$ cat config.mk
export PLATFORM = sky130hd
export DESIGN_NAME = sem_isqrt
export DESIGN_NICKNAME = d
export VERILOG_FILES = /design/src/rtl/sem_pkg.sv /design/src/rtl/sem_isqrt.sv
export SDC_FILE = /design/constraint.sdc
export NUM_CORES = 1
export LEC_CHECK = 0
export ABC_AREA = 1
export BUFFER_PORTS_ARGS = -buffer_cell sky130_fd_sc_hd__buf_2
export CORE_UTILIZATION = 50
export DETAILED_ROUTE_END_ITERATION = 7
export MAX_ROUTING_LAYER = met4
export PLACE_DENSITY = 0.78
export SLEW_MARGIN = 20
export SYNTH_ARGS = -nofsm -noshare
export SYNTH_HDL_FRONTEND = slang
export SYNTH_SLANG_ARGS = --single-unit
$ cat constraint.sdc
create_clock -name clk -period 7.5 [get_ports clk]
set_input_delay 1.5 -clock clk [delete_from_list [all_inputs] [get_ports clk]]
set_output_delay 1.5 -clock clk [all_outputs]
set_load 0.05 [all_outputs]
$ cat src/rtl/sem_pkg.sv
// Shared constants for the 3x3 Sobel edge magnitude block.
package sem_pkg;
  localparam int MAX_WIDTH  = 2048;
  localparam int MAX_HEIGHT = 4096;
  localparam int COL_W      = $clog2(MAX_WIDTH);
  localparam int ROW_W      = $clog2(MAX_HEIGHT);
  localparam int FW_W       = 12;
  localparam int FH_W       = 13;
  localparam int CFG_W      = 13;
  localparam int IDX_W      = 2;
  localparam int PIX_W      = 8;
  localparam int GRAD_W     = 10;
  localparam int SQ_IN_W    = 2 * GRAD_W + 1;
  localparam int SQ_OUT_W   = GRAD_W + 1;
  localparam logic [FW_W-1:0] FW_RESET = FW_W'(640);
  localparam logic [FH_W-1:0] FH_RESET = FH_W'(480);
  localparam logic [IDX_W-1:0] REG_FRAME_WIDTH  = IDX_W'(0);
  localparam logic [IDX_W-1:0] REG_FRAME_HEIGHT = IDX_W'(1);
  localparam logic [PIX_W-1:0] PIX_MAX = PIX_W'(255);
endpackage

$ cat src/rtl/sem_isqrt.sv
// Iterative floor square root, two result bits per step pair, one step a cycle.
module sem_isqrt (
  input  logic                          clk,
  input  logic                          rst,
  input  logic                          start,
  input  logic [sem_pkg::SQ_IN_W-1:0]   value,
  output logic                          done,
  output logic [sem_pkg::SQ_OUT_W-1:0]  root
);
  logic                          busy;
  logic [sem_pkg::SQ_IN_W-1:0]   v;
  logic [sem_pkg::SQ_IN_W:0]     rt;
  logic [sem_pkg::SQ_IN_W-1:0]   bt;
  logic [sem_pkg::SQ_IN_W:0]     trial;
  logic [sem_pkg::SQ_IN_W:0]     rt_next;

  assign trial = rt + {1'b0, bt};

  always_comb begin
    if ({1'b0, v} >= trial) begin
      rt_next = (rt >> 1) + {1'b0, bt};
    end else begin
      rt_next = rt >> 1;
    end
  end

  always_ff @(posedge clk) begin
    if (rst) begin
      busy <= 1'b0;
      done <= 1'b0;
    end else begin
      done <= 1'b0;
      if (start) begin
        busy <= 1'b1;
        v    <= value;
        rt   <= '0;
        bt   <= {1'b1, {(sem_pkg::SQ_IN_W-1){1'b0}}};
      end else if (busy) begin
        if ({1'b0, v} >= trial) begin
          v <= v - trial[sem_pkg::SQ_IN_W-1:0];
        end
        rt <= rt_next;
        bt <= bt >> 2;
        if (bt[0]) begin
          busy <= 1'b0;
          done <= 1'b1;
          root <= rt_next[sem_pkg::SQ_OUT_W-1:0];
        end
      end
    end
  end
endmodule

==> run metrics, run 1 <==
outcome=finished, final reports clean; GRT Util Overall=27.6%; hold buffers post-CTS=0; Setup Skew=0.00740 ns; I/O Pins=36; largest net degree at the start of global routing=62; via count=5,296; HPWL Detailed=11,300 µm; worst vdd ir=0.000106 V; Hold Vio Cnt, Final=0; Synth cell types=39; P_int=1.01 mW; Max Root-Sink Buffers=2; worst-margin pin slew=0.927 ns; CP cell instances=ha_1 > ha_1 > nand3_1 > nand2_1 > nand2_1 > nand2_1 > nand2_1 > o21ai_0 > nand2_1 > nand2_1 > nand2_1 > nand2_1 > xnor2_1 > ha_1 > nand2_1 > nor2_2 > inv_1 > nor2_1 > nand4_1 > nand3_2 > nand3_4 > nand2_4 > o21ai_0 > inv_1; clk_lat worst skew=0.34 ns; CTS clock-pin slew for the worst setup and hold paths=0.06 ns; Resize count post-CTS=0; mapped cell area=5770 µm²; RSZ-0062 raised after global routing=no; Iter 0 DRT Violations=437; post-CTS setup-driven buffer insertion count=0; TritonCTS Buffers=9; First-pass DRT Iterations=5; Max-cap violations=0; CP Launch Type=register; Die X=109 µm; syn_area_per_cell=7.46 µm²; max_slew headroom=38.1%; critical path fanouts, max=24; die area=12,000 µm²; Die H=109 µm; net switching power=559 µW; Sink Count=67; Vias/cell=5.56; Layout Area Growth over Synthesis=11.4%; switching share of power=35.7%; gr ovfl total=0; initial antenna violation count=0; final design utilization=58.3%; Power Dens Cells=244 nW/µm²; min Tclk post-route=4.97 ns; CP Capture Type=register; starting density of the core=52.3%; Antenna Cells=0; Setup Total Neg Slack=0 ns; Worst Path Required=7.46 ns; DRC=0; Seq/Total Area, Yosys=34.5%; CTS tree=built; Core Box Area=11,000 µm²; Root Buffer=clkbuf_16; synthesized net count=844; Buf/Inv on CP=2; fmax=201 MHz; leakage power total=2.94 nW; RePlAce Congestion=0.971; max-slew violation count=0; Hold Crit Class=register to register; FF+latch count, synth=67; nets=877; most prevalent standard cell on the critical path=nand2_1; CP max stage cell=inv_1; CP delay by family, top=simple AND/OR/NAND/NOR gates; critical path type=register to register; crit share post-route=66.3%; DP Area=6060 µm²; Setup Viol. Count Final=0; WL/cell=15.7 µm; critical path arrival=4.93 ns; Ys Warns=0; H-tree levels=3; clock power share=34.3%; part of the power in registers=31.1%; vias in the first global route=4,954; Largest stage delay, worst path=0.71 ns; Final Cell Area=6430 µm²; count of input and output buffers=35; Synth Instances=774; drt total wl=15,000 µm; share of cells above drive strength 1=11.6%; row cnt=38; post-route ant nets=0; global-route wire length before repair=24,500 µm; logic gate share of total power=34.6%
## cell type report
class | count | area [µm²]
clock buffer | 9 | 225
timing repair buffer | 38 | 198
multi-input combinational | 606 | 3380
fill | 1034 | 4600
clock inverter | 7 | 146
tap | 140 | 175
inverter | 85 | 319
sequential | 67 | 1990
## cells in the mapped netlist
cell type  instances  area share, %
nand3_1           59            5.1
fa_1               1           0.35
xnor2_1           14            2.1
o21ai_0           39            3.4
o221ai_1           1           0.15
o22ai_1            1           0.11
buf_2              2           0.17
nor3_1            11           0.95
nand4_1           13            1.4
a21o_1             5           0.65
a21oi_1           43            3.7
edfxtp_1          65             34
buf_6              1           0.20
nor4_1             5           0.54
dfxtp_1            2           0.69
nand3b_1           3           0.39
nor3b_1            1           0.13
o31ai_1            2           0.26
nor2_1            66            4.3
inv_1             85            5.5
a21boi_0           3           0.39
a31oi_1            4           0.43
and2_1             1           0.11
nand2_2           10            1.1
xor2_1            25            3.8
buf_4              2           0.26
buf_8              1           0.26
nand3_2            2           0.35
or2_2             10            1.1
nand3_4            1           0.30
nor2_2             3           0.33
a21oi_2           10            1.5
ha_1              45            9.8
o21bai_1           6           0.78
clkbuf_1          10           0.65
o211ai_1           1           0.13
nand2_4            3           0.59
nand2_1          217             14
a211oi_1           1           0.13
## logic make-up (layout without fill, tap and decap cells)
family	after synthesis	in the layout	share of synthesized area [%]
xor+xnor	39	39	5.92
simple gates	405	405	30.8
fa+ha+maj	46	46	10.1
buf+inv	101	139	7.06
flops	67	67	34.5
compound gates	116	116	11.7
## sequential cells by signal, summed over array words and instances, names as in the netlist
| signal | cells |
|---|---|
| rt | 22 |
| v | 21 |
| bt | 11 |
| root | 11 |
| busy | 1 |
| done | 1 |
## worst register-to-register path: cells and delay by family (launching register included)
kind	cells	cell delay [ns]
AO/OA/AOI/OAI	2	0.44
XOR/XNOR	1	0.08
adder cells (fa/ha/maj)	3	0.76
buffers and inverters	2	0.77
flip-flops	1	0.41
AND/OR/NAND/NOR	16	2.13
## layer usage
| metal | global-route usage, % | vias up | wire length [µm] |
|---|---|---|---|
| met5 | - | - | 0 |
| met4 | 8.38 | 0 | 257 |
| met3 | 4.03 | 23 | 1080 |
| met2 | 40.2 | 209 | 6400 |
| met1 | 39.5 | 2394 | 7240 |
| li1 | - | 2670 | - |
## through the flow
step | hold slack [ns] | cells | power (mW) | setup WS (ns)
3_3_place_gp | 0.459 | 936 | 1.02 | 2.62
6_report | 0.479 | 952 | 1.57 | 2.53
5_1_grt | 0.515 | 952 | 1.66 | 2.07
2_1_floorplan | 0.438 | 774 | 0.906 | 3.18
3_5_place_dp | 0.476 | 936 | 1.03 | 2.55
4_1_cts | 0.482 | 952 | 1.57 | 2.54
## cell usage in the layout (no fill, tap or decap), types with 6 or more instances in the layout
cell type / Yosys / routed
a21oi_1: 43 / 43
a21oi_2: 10 / 10
buf_2: 2 / 35
clkbuf_16: 0 / 9
edfxtp_1: 65 / 65
ha_1: 45 / 45
inv_1: 85 / 85
nand2_1: 217 / 217
nand2_2: 10 / 10
nand3_1: 59 / 59
nand4_1: 13 / 13
nor2_1: 66 / 65
nor3_1: 11 / 11
o21ai_0: 39 / 39
o21bai_1: 6 / 6
or2_2: 10 / 10
xnor2_1: 14 / 14
xor2_1: 25 / 25
## final timing paths
| kind | to | cells after the start | startpoint | slack, ns |
|---|---|---|---|---|
| worst max-delay path | v[17] | 24 | bt[0] | 2.53 |
| worst min-delay path | done | 2 | busy | 0.48 |
| worst min register to register | done | 2 | busy | 0.48 |
| worst max register to register | v[17] | 24 | bt[0] | 2.53 |
## power by group through the flow
stage	Clock (mW)	Combinational (mW)	Sequential [mW]
final	0.538	0.543	0.488
after global routing	0.561	0.605	0.492
after CTS	0.544	0.535	0.488
after detailed placement	0	0.530	0.495
after global placement	0	0.526	0.495
after floorplan	0	0.419	0.487
No activity file was read; power rests on OpenSTA's default activity.
==> run 2, diff against run 1 <==
==> constraint.sdc (replaced) <==
create_clock -name clk -period 4.8 [get_ports clk]
set_input_delay 0.96 -clock clk [delete_from_list [all_inputs] [get_ports clk]]
set_output_delay 0.96 -clock clk [all_outputs]
set_load 0.05 [all_outputs]
==> run 2 against run 1 <==
  * Combinational power increased by 56%
  * Largest power group unchanged
  * Critical endpoint is now rt[18]
  * Register-to-register slack worse by 2.1 ns
  * Largest cell class unchanged
  * Highest routed layer unchanged
  * Routed wire length fell by 2.1%
  * Global-route usage shrank 0.74 points
==> run metrics, run 2 (synthesis gave the netlist of run 1 again) <==
critical path fanouts, max=23 (-4.2%); nets=879 (+0.23%); gr ovfl total=0 (unchanged); Power Dens Cells=351 nW/µm² (+44%); post-route ant nets=0 (unchanged); Max Root-Sink Buffers=2 (unchanged); Hold Crit Class=register to register; largest net degree at the start of global routing=61 (-1.6%); min Tclk post-route=4.32 ns (-0.649 ns); WL/cell=15.4 µm (-2.3%); critical path type=register to register; max-slew violation count=0 (unchanged); CTS clock-pin slew for the worst setup and hold paths=0.06 ns (about the same); share of cells above drive strength 1=11.5% (-0.028 points); GRT Util Overall=26.8% (-0.74 points); via count=5,261 (-0.66%); Die H=109 µm (unchanged); CP Capture Type=register; HPWL Detailed=11,100 µm (-1.2%); hold buffers post-CTS=0 (unchanged); total power draw=2.23 mW (+42%); First-pass DRT Iterations=5 (unchanged); worst vdd ir=0.000246 V (+130%); H-tree levels=3 (unchanged); Most flops, register=rt; TritonCTS Buffers=9 (unchanged); count of input and output buffers=35 (unchanged); CP max stage cell=edfxtp_1; Core Box Area=11,000 µm² (unchanged); Die X=109 µm (unchanged); Buf/Inv on CP=2 (unchanged); max reg flops=22 (unchanged); Root Buffer=clkbuf_16; RePlAce Congestion=0.966 (-0.46%); initial antenna violation count=0 (unchanged); Top Registers=rt: 22 flops, v: 21 flops; Worst Path Required=4.90 ns (-2.56 ns); post-route setup slack=0.477 ns (-2.05 ns); Layout Area Growth over Synthesis=9.92%; Sink Count=67 (unchanged); RSZ-0062 raised after global routing=no; global-route wire length before repair=23,600 µm (-3.8%); DRC=0 (unchanged); crit share post-route=90.1% (+24 points); most common cell after layout, fill and taps aside=nand2_1; vias in the first global route=4,816 (-2.8%); leakage power total=2.90 nW (-1.4%); Setup Viol. Count Final=0 (unchanged); Iter 0 DRT Violations=451 (+3.2%); Vias/cell=5.51 (-0.87%); worst slack at placement=0.467 ns (-2.08 ns); CP delay by family, top=simple AND/OR/NAND/NOR gates; critical path arrival=4.42 ns (-0.51 ns); Max-cap violations=0 (unchanged); starting density of the core=52.3% (unchanged); Setup Total Neg Slack=0 ns (unchanged); drt total wl=14,700 µm (-2.1%); outcome=finished, final reports clean; Largest stage delay, worst path=0.40 ns (-0.31 ns); fmax=231 MHz (+15%); worst-margin pin slew=0.924 ns (-0.00246 ns); clk_lat worst skew=0.35 ns (about the same); I/O Pins=36 (unchanged); die area=12,000 µm² (unchanged); max_slew headroom=38.3% (+0.17 points); post-CTS setup-driven buffer insertion count=0 (unchanged); CTS tree=built; Hold Vio Cnt, Final=0 (unchanged); final design utilization=57.5% (-0.77 points); Worst R2R Setup Slack=0.48 ns (-2.05 ns); most frequent cells in the layout=nand2_1, inv_1, nor2_1, edfxtp_1, nand3_1; Antenna Cells=0 (unchanged); CP Launch Type=register; Setup Skew=0.00795 ns (+0.000551 ns); most prevalent standard cell on the critical path=nand2_1; row cnt=38 (unchanged)
[run 2: changes by cell type in the layout (fill, tap and decap cells not counted), sizes merged]
cell and change:
bufinv -4, buf +2, clkbuf +2, clkinv +2
clkinvlp +1, inv -1
[run 2: layout make-up]
type	count	area (µm²)
inverters	85	319
repair buffers	40	213
flip-flops and latches	67	1990
multi-input cells	606	3380
fillers	1072	4680
clock inverters	5	38.8
clock buffers	11	233
well taps	140	175
[run 2: worst paths after layout]
path         start     end  depth (start not counted)
min           busy    done                          2
max reg2reg  bt[0]  rt[18]                         26
min reg2reg   busy    done                          2
max          bt[0]  rt[18]                         26
[run 2: report_power, final]
group / total [mW] / leakage [nW] / switching (mW) / internal, mW
Clock: 0.614 / 0.130 / 0.261 / 0.352
Sequential: 0.763 / 0.634 / 0.0464 / 0.717
Combinational: 0.849 / 2.13 / 0.551 / 0.298
Total: 2.23 / 2.90 / 0.858 / 1.37
[run 2: worst register-to-register path, stage by stage, from the launching register on]
cell and delay, ns:
edfxtp_1 0.40, ha_1 0.21, ha_1 0.22, nand3_1 0.09
nand2_1 0.18, nand2_1 0.07, nand2_1 0.07, nand2_1 0.09
o21ai_1 0.24, nand2_1 0.09, nand2_1 0.11, nand2_1 0.06
nand2_1 0.07, xnor2_1 0.07, ha_1 0.36, nand2_1 0.13
nor2_2 0.17, inv_1 0.06, nor2_1 0.15, nand4_1 0.13
nand3_2 0.15, nand3_4 0.24, nand2_4 0.12, buf_4 0.31
nor2_2 0.13, nand2_1 0.12, nand2_1 0.05
[run 2: metal layers]
metal / vias to the layer above / track usage (%) / wire length, µm
li1: 2674 / - / -
met1: 2372 / 38.4 / 7140
met2: 202 / 38.7 / 6320
met3: 13 / 4.62 / 1010
met4: 0 / 8.00 / 195
met5: - / - / 0
[run 2: stage by stage]
step	instance area, µm²	hold slack [ns]	cells
2_1_floorplan	5770	0.438	774
3_3_place_gp	6080	0.463	938
3_5_place_dp	6080	0.459	938
4_1_cts	6350	0.466	954
5_1_grt	6350	0.478	954
6_report	6350	0.463	954
[run 2: repair_timing]
action / in CTS / in global routing
setup endpoints to repair: 0 / 2
endpoints found under the hold margin: 0 / 0
resized for setup: 0 / 2
==> run 3, diff against run 2 <==
--- a/config.mk
+++ b/config.mk
@@ -6,8 +6,9 @@
 export NUM_CORES = 1
 export LEC_CHECK = 0
 export ABC_AREA = 1
-export BUFFER_PORTS_ARGS = -buffer_cell sky130_fd_sc_hd__buf_2
+export BUFFER_PORTS_ARGS = -buffer_cell sky130_fd_sc_hd__buf_4
 export CORE_UTILIZATION = 50
+export CTS_BUF_LIST = sky130_fd_sc_hd__clkbuf_2 sky130_fd_sc_hd__clkbuf_4 sky130_fd_sc_hd__clkbuf_8
 export DETAILED_ROUTE_END_ITERATION = 7
 export MAX_ROUTING_LAYER = met4
 export PLACE_DENSITY = 0.78
==> run 3 against run 2 <==
  * Highest routed layer unchanged
  * Register-to-register slack got worse by 0.09 ns
  * Critical path depth shrank 4
  * Global-route usage increased by 0.42 points
  * Total power shrank 3.2%
  * Clock power fell by 13%
  * Critical endpoint is now rt[2]
==> run metrics, run 3 (synthesis gave the netlist of run 1 again) <==
Power Dens Cells=338 nW/µm² (-3.7%); First-pass DRT Iterations=5 (unchanged); RSZ-0062 raised after global routing=no; GRT Util Overall=27.3% (+0.42 points); Die H=109 µm (unchanged); DRC=0 (unchanged); Setup Total Neg Slack=0 ns (unchanged); initial antenna violation count=0 (unchanged); Max-cap violations=0 (unchanged); critical path arrival=4.50 ns (+0.08 ns); met1 Use GR=40.5% (+2.1 points); Setup Skew=0.0157 ns (+0.00780 ns); DP Area=6170 µm² (+1.5%); Hold Vio Cnt, Final=0 (unchanged); critical path type=register to register; H-tree levels=3 (unchanged); max-slew violation count=0 (unchanged); Antenna Cells=0 (unchanged); Root Buffer=clkbuf_8; most frequent cells in the layout=nand2_1, inv_1, nor2_1, edfxtp_1, nand3_1; post-CTS setup-driven buffer insertion count=0 (unchanged); worst vdd ir=0.000200 V (-18%); die area=12,000 µm² (unchanged); drt total wl=14,800 µm (+0.87%); largest net degree at the start of global routing=62 (+1.6%); Sink Count=67 (unchanged); clk_lat worst skew=0.36 ns (about the same); Vias/cell=5.56 (+0.89%); crit share post-route=92.0% (+1.9 points); met3 Resource Use GR=3.08% (-1.5 points); min Tclk post-route=4.41 ns (+0.0910 ns); via count=5,302 (+0.78%); Layout Area Growth over Synthesis=10.6%; Resize count post-CTS=0 (unchanged); worst-margin pin slew=0.865 ns (-0.0591 ns); TritonCTS Buffers=9 (unchanged); M2 GR Usage=38.5% (-0.18 points); most common cell after layout, fill and taps aside=nand2_1; I/O Pins=36 (unchanged); Largest stage delay, worst path=0.43 ns (+0.03 ns); CTS clock-pin slew for the worst setup and hold paths=0.07 ns (about the same); Crit. path cell count=22 (-15%); gr ovfl total=0 (unchanged); Most flops, register=rt; Worst Reg-to-Reg Cells=22 (-15%); global-route wire length before repair=24,200 µm (+2.7%); RePlAce Congestion=0.958 (-0.85%); CTS tree=built; hold buffers post-CTS=0 (unchanged); Core Box Area=11,000 µm² (unchanged); post-route ant nets=0 (unchanged); Hold Crit Class=register to register; nets=878 (-0.11%); share of cells above drive strength 1=11.6% (+0.014 points); outcome=finished, final reports clean; Final Cell Area=6380 µm² (+0.59%); HPWL Detailed=11,400 µm (+2.2%); most prevalent standard cell on the critical path=nand2_1; Top Registers=rt: 22 flops, v: 21 flops; starting density of the core=52.3% (unchanged); max reg flops=22 (unchanged); leakage power total=2.91 nW (+0.36%); CP cell instances=ha_1 > nand3_1 > nand2_1 > nand2_1 > nand2_1 > a21oi_1 > o21ai_0 > a21oi_1 > xor2_1 > ha_1 > nand2_1 > inv_1 > nand3_1 > nor2_1 > nand4_1 > nand3_2 > nand3_4 > nand2_4 > buf_4 > nand2_1 > nand2_1 > nor2_1; Hold Path Cell Cnt=2 (unchanged); Setup Viol. Count Final=0 (unchanged); WL/cell=15.5 µm (+0.98%); fmax=227 MHz (-2.1%); vias in the first global route=4,884 (+1.4%); max_slew headroom=42.3% (+3.9 points); CP delay by family, top=simple AND/OR/NAND/NOR gates; Max Root-Sink Buffers=2 (unchanged); CP Launch Type=register; CP max stage cell=edfxtp_1; CP Capture Type=register; row cnt=38 (unchanged); Worst Path Required=4.89 ns (about the same); GRT busiest layer=met1; Buf/Inv on CP=2 (unchanged); Iter 0 DRT Violations=421 (-6.7%); count of input and output buffers=35 (unchanged); Die X=109 µm (unchanged); critical path fanouts, max=17 (-26%)
## run 3: per-layer routing
layer / part of all wire (%) / wire [µm]
met5: 0 / 0
met4: 1.4 / 210
met1: 50 / 7340
met3: 6.8 / 1010
met2: 42 / 6240
## run 3: final cells by class
cell class / instances / area, µm²
well taps: 140 / 175
fillers: 1067 / 4650
multi-input cells: 606 / 3380
flip-flops and latches: 67 / 1990
repair buffers: 39 / 305
clock buffers: 11 / 139
inverters: 85 / 319
clock inverters: 5 / 77.6
## run 3: metrics by stage
step	setup slack [ns]	hold WS (ns)	total power, mW	utilization, %	std cells
3_3_place_gp	0.490	0.458	1.61	55.9	937
5_1_grt	0.0518	0.505	2.30	57.9	953
2_1_floorplan	0.796	0.438	1.42	-	774
3_5_place_dp	0.467	0.467	1.62	55.9	937
4_1_cts	0.409	0.477	2.15	57.9	953
6_report	0.386	0.474	2.16	57.9	953
## run 3: final timing paths
check / from / to / slack (ns)
worst max register to register: rt[2] / rt[2] / 0.39
worst min register to register: busy / done / 0.47
worst min-delay path: busy / done / 0.47
worst max-delay path: rt[2] / rt[2] / 0.39
## run 3: worst reg2reg max path, cell delays in order, from the launching register on
cell and delay, ns:
edfxtp_1 0.43, ha_1 0.39, nand3_1 0.10, nand2_1 0.12, nand2_1 0.11, nand2_1 0.17, a21oi_1 0.13, o21ai_0 0.34
a21oi_1 0.14, xor2_1 0.16, ha_1 0.36, nand2_1 0.12, inv_1 0.08, nand3_1 0.11, nor2_1 0.15, nand4_1 0.13
nand3_2 0.14, nand3_4 0.23, nand2_4 0.24, buf_4 0.27, nand2_1 0.08, nand2_1 0.09, nor2_1 0.04
## run 3: power breakdown
group | switching (mW) | internal (mW)
clock | 0.234 | 0.303
combinational | 0.551 | 0.306
sequential | 0.0455 | 0.716
total | 0.831 | 1.32
